File: src/hw/rtl/pmp_pkg.sv
// ----------------------------------------------------------------------------
// pmp_pkg
// Types, codes and controller states of the path motion profile block.
// ----------------------------------------------------------------------------
package pmp_pkg;

  typedef enum logic [1:0] {
    REQ_TICK    = 2'd0,
    REQ_LANDING = 2'd1,
    REQ_RETURN  = 2'd2,
    REQ_BEGIN   = 2'd3
  } req_type_t;

  typedef enum logic [1:0] {
    MODE_ONCE = 2'd0,
    MODE_LOOP = 2'd1,
    MODE_PING = 2'd2,
    MODE_NONE = 2'd3
  } end_mode_t;

  typedef enum logic [2:0] {
    REG_END_MODE    = 3'd0,
    REG_PATH_LENGTH = 3'd1,
    REG_SPEED_LIMIT = 3'd2,
    REG_ACCEL_RATE  = 3'd3,
    REG_DECEL_RATE  = 3'd4,
    REG_DWELL_TIME  = 3'd5,
    REG_OPTION      = 3'd6
  } reg_index_t;

  localparam int OPT_ZERO_REV  = 0;
  localparam int OPT_ZERO_LOOP = 1;
  localparam int OPT_LANDING   = 2;

  localparam int DT_BITS     = 16;
  localparam int CFG_W       = 31;
  localparam int VALUE_WIDTH = 32;

  typedef struct packed {
    logic [1:0]  req_type;
    logic [15:0] delta_time;
    logic        brake;
  } pmp_in_t;

  typedef struct packed {
    logic [30:0]        position;
    logic signed [31:0] speed;
    logic               is_waiting;
    logic               awaiting_landing;
    logic               backward;
  } pmp_out_t;

  typedef enum logic [2:0] {
    ST_IDLE,
    ST_RATE,
    ST_SPEED,
    ST_MOVE,
    ST_END,
    ST_OUT
  } pmp_state_t;

  // Controller to datapath commands
  typedef struct packed {
    logic load;
    logic rate;
    logic speed;
    logic move;
    logic finish;
  } pmp_cmd_t;

endpackage

File: src/hw/rtl/pmp_ctrl.sv
// ----------------------------------------------------------------------------
// pmp_ctrl
// Sequencer: accept a request, step the datapath, hold the result.
// ----------------------------------------------------------------------------
module pmp_ctrl import pmp_pkg::*; (
  input  logic     clk,
  input  logic     rst_n,
  input  logic     in_valid,
  output logic     in_ready,
  output logic     out_valid,
  input  logic     out_ready,
  output pmp_cmd_t cmd
);

  pmp_state_t state_r, state_nxt;

  always_ff @(posedge clk) begin
    if (!rst_n) begin
      state_r <= ST_IDLE;
    end else begin
      state_r <= state_nxt;
    end
  end

  always_comb begin
    state_nxt = state_r;
    case (state_r)
      ST_IDLE:  if (in_valid) state_nxt = ST_RATE;
      ST_RATE:  state_nxt = ST_SPEED;
      ST_SPEED: state_nxt = ST_MOVE;
      ST_MOVE:  state_nxt = ST_END;
      ST_END:   state_nxt = ST_OUT;
      ST_OUT: begin
        if (out_ready) state_nxt = in_valid ? ST_RATE : ST_IDLE;
      end
      default:  state_nxt = ST_IDLE;
    endcase
  end

  always_comb begin
    in_ready   = (state_r == ST_IDLE) || (state_r == ST_OUT && out_ready);
    out_valid  = (state_r == ST_OUT);
    cmd        = '0;
    cmd.load   = in_ready && in_valid;
    cmd.rate   = (state_r == ST_RATE);
    cmd.speed  = (state_r == ST_SPEED);
    cmd.move   = (state_r == ST_MOVE);
    cmd.finish = (state_r == ST_END);
  end

endmodule

File: config.mk
export PLATFORM = sky130hd
export DESIGN_NAME = pmp_ctrl
export DESIGN_NICKNAME = d
export VERILOG_FILES = /design/src/hw/rtl/pmp_pkg.sv /design/src/hw/rtl/pmp_ctrl.sv
export SDC_FILE = /design/constraint.sdc
export NUM_CORES = 1
export LEC_CHECK = 0
export ABC_CLOCK_PERIOD_IN_PS = 2000
export BUFFER_PORTS_ARGS = -buffer_cell sky130_fd_sc_hd__buf_4
export CAP_MARGIN = 5
export CORE_AREA = 2 2 39 41
export DETAILED_ROUTE_END_ITERATION = 6
export DIE_AREA = 0 0 41 43
export GPL_ROUTABILITY_DRIVEN = 0
export SYNTH_ARGS = -nofsm -noshare
export SYNTH_HDL_FRONTEND = slang
export SYNTH_SLANG_ARGS = --single-unit
File: constraint.sdc
create_clock -name clk -period 2 [get_ports clk]
set_input_delay 0.3 -clock clk [delete_from_list [all_inputs] [get_ports clk]]
set_output_delay 0.3 -clock clk [all_outputs]
set_load 0.01 [all_outputs]
; ---- After elaboration in Yosys (flattened, before gate mapping)
; Cells that the tools add are included.
; W data, S select, Z words.
[word_totals]
ff_bits = 3
input_bits = 4
out_inout_bits = 7
word_cells = 17
[classes]
n_eq_ne = 7
muxes = 4
reduce_logical = 5
[op_table]
columns = op, n
row1 = $pmux W3 S6, 1
row2 = $eq A3 B2 Y1 const B, 2
row3 = $eq A3 B3 Y1 const B, 2
row4 = $mux W3, 2
row5 = $eq A3 B1 Y1 const B, 1
row6 = $logic_not A3 Y1, 1
row7 = $logic_and A1 B1 Y1, 2
row8 = $ne A2 B1 Y1 const B, 1
row9 = $ne A2 B2 Y1 const B, 1
row10 = $reduce_and A2 Y1, 1
row11 = $logic_or A1 B1 Y1, 1
row12 = $mux W1, 1

; ---- Depth between registers and ports, before layout
[depth]
ltp_word = 4
ltp_mapped = 4
depth_no_buf = 3

; ---- Worst setup path before layout
; Ideal clock, no wire load.
[synth_path]
path_type = register to output
start = reg state_r[0]
end = out cmd[4] (netlist bit)
arrival_time_ns = 0.949
required_ns = 1.700
path_slack_ns = 0.751
path_stages_with_launch = 5
cell_sequence = dfxtp_1 > buf_6 > nand2_4 > mux2_4 > nor3b_2
[synth_rtl]
columns = item, line
row1 = "start, declared", pmp_ctrl.sv:15  ; pmp_state_t state_r, state_nxt;
row2 = "start signal, assigned", pmp_ctrl.sv:21  ; state_r <= state_nxt;
row3 = "end, declared", pmp_ctrl.sv:12  ; output pmp_cmd_t cmd

==> summary.md <==
| Metric | Value |
|---|---|
| Tcrit/Tclk final | 0.842 |
| Setup bufs post-CTS | 0 |
| WHS | 0.298 ns |
| DR WL/cell | 9.45 um |
| #FFs+latches synth | 3 |
| R2R depth | 3 |
| Comb pwr share | 0.277 |
| Nets@finish | 40 |
| Status | completed |
| Mapped Cells | 24 |
| Maxcap violations | 0 |
| Biggest regs | state_r x3 |
| Worst path slowest cell | dfxtp_1 |
| Hold depth | 2 |
| Routed Antenna Nets | 0 |
| Min-delay src | rst_n |
| Diode count | 0 |
| TritonCTS Sinks | 3 |
| IO Pins | 11 |
| Routed WL | 482 um |
| Peak supply drop | 242 uV |
| Slew Limit Fails | 0 |
| Most common cell after layout, fill and taps aside | buf_4 |
| Max reg flops | 3 |
| Crit path cell chain | nand2_4 -> mux2_4 -> nor3b_2 -> buf_4 |
| Reg2reg end | state_r[2] |
| CTS buffer count | 3 |
| Worst-skew pair later-pin latency | 0.23 ns |
| Switching power | 0.0787 mW |
| Share of cells above drive strength 1 | 0.514 |
| Area after DPL | 298 sq um |
| Post_cts resized | 0 |
| Synth Warn # | 0 |
| Final std cells w/o fill | 51 |
| Crit path max fanout | 9 |
| CTS Hold Bufs | 0 |
| Final hold violations | 0 |
| Die X | 41 um |
| Rows | 14 |
| Clock share of power | 0.402 |
| Yosys top cell by area | dfxtp_1 |
| Gr usage total | 0.0832 |
| Via density | 3.96 |
| GRT Residual Overflow | 0 |
| Internal power | 0.188 mW |
| DRC | 0 |
| Min-delay worst type | primary input to flip-flop |
| Critical path type | flip-flop to output port |
| Switching Share | 0.295 |
| Hold endpoint | state_r[2] |
| WP data arrival | 1.38 ns |
| Area Growth Syn to Fin | 39.2% |
| Share of the synthesized area in the top cell type | 0.258 |
| Worst-path clk slew | 0.04 ns |
| Syn nets | 28 |
| Synth top area cells | dfxtp_1 (26%), nor3b_1 (13%), buf_6 (9.7%), and3b_2 (8.6%), mux2_4 (6.5%) |
| Worst-margin pin slew | 0.352 ns |
| Initial antenna violation count | 0 |
| Buffers on Ports | 10 |
| Core Box Area | 0.00138 sq mm |
| Worst clock skew | 0.00582 ns |
| Reg-to-Reg Start | state_r[0] |
| Initial core utilization | 0.168 |
| Leak Pwr | 0.146 nW |
| Detailed Route Iter0 Violations | 2 |
| Die Y | 43 um |
| CP peak stage delay | 0.51 ns |
| Iteration count of the initial detailed-routing pass | 2 |
| Crit path time final | 1.68 ns |
| CTS tree | yes |
| Pin count of the biggest net entering global routing | 12 |
| Netlist cell types | 14 |
| H-Tree Depth | 1 |
| Buffer type at the clock tree root | clkbuf_4 |
| Biggest register | state_r |
| CP required | 1.70 ns |
| Sequential power share | 0.321 |
| Final Setup Violations | 0 |
| Dpl cells | 47 |
| Sequential area share after synthesis | 0.258 |
| Via count | 202 |
| Post-Synthesis Cell Area | 233 sq um |
| Slew HR | 0.765 |
| First-pass GRT wire length | 890 um |
| Worst Setup Start Kind | flip-flop |
| Post-route design area | 324 sq um |
| RSZ-0062 raised after global routing | no |
| Power Density | 823 mW/mm^2 |
| Max Fclk | 0.594 GHz |
| Most frequent cells in the layout | buf_4 (10), nor3b_1 (4), nor2_1 (3), clkbuf_4 (3), dfxtp_1 (3) |
| Clock Tree Buf Depth | 2 |
| Full die area | 0.00176 sq mm |
| Vias in the first global route | 205 |
| R2r setup slk | 0.94 ns |
| Syn avg cell area | 9.70 sq um |
| Crit end category | output port |
| Setup TNS Final | 0 ns |
-- metal layers --
layer / wire [um] / track usage / vias to the layer above
met2: 244 / 0.0938 / 6
li1: - / - / 104
met5: 0 / 0 / -
met3: 26 / 0.0314 / 2
met1: 197 / 0.0929 / 90
met4: 13 / 0.120 / 0
-- critical path: cells and delay by family, from the launching register on --
family / cells / cell delay (ns)
and+or+nand+nor: 2 / 0.22
muxes: 1 / 0.28
DFF: 1 / 0.51
buffers and inverters: 1 / 0.14
-- cell families (layout without fill, tap and decap cells) --
family,Yosys count,in the layout,synth area share
compound gates,3,3,0.113
buf+inv,3,14,0.129
mux,1,1,0.0645
simple gates,13,13,0.398
flops,3,3,0.258
xor+xnor,1,1,0.0376
-- worst max path at each step --
stage	from	to	slack, ns
after floorplan	state_r[0]	cmd[4]	0.75
after global placement	state_r[0]	cmd[4]	0.56
after detailed placement	state_r[0]	cmd[4]	0.57
after CTS	state_r[0]	cmd[4]	0.29
after global routing	state_r[0]	cmd[4]	0.18
final	state_r[0]	cmd[4]	0.32
-- power groups by stage --
stage	clock network, mW	logic, mW	registers, mW
global route	0.121	0.0825	0.0901
finish	0.107	0.0738	0.0857
CTS	0.115	0.0752	0.0859
global placement	0	0.0766	0.0857
detailed placement	0	0.0747	0.0867
floorplan	0	0.0669	0.0702
-- metrics by stage --
step	power [mW]	util	setup slack (ns)
floorplan	0.137	-	0.751
global placement	0.162	0.215	0.562
detailed placement	0.161	0.215	0.567
CTS	0.276	0.234	0.291
global route	0.293	0.234	0.180
finish	0.267	0.234	0.316
-- area by class of cell --
cell class	count	area [sq um]
well taps	16	20.0
fillers	151	1060
repair buffers	10	75.1
flip-flops and latches	3	60.1
multi-input cells	18	143
clock buffers	4	26.3
-- synth_stat cells --
master    instances
nor3b_1           4
dfxtp_1           3
nor2_1            3
and3b_2           2
buf_6             2
nand2_1           2
buf_4             1
mux2_4            1
nand2_4           1
nor3b_2           1
o2111a_1          1
o21a_1            1
o21bai_1          1
xnor2_1           1
Note: power is estimated with default switching activity, not from simulation.
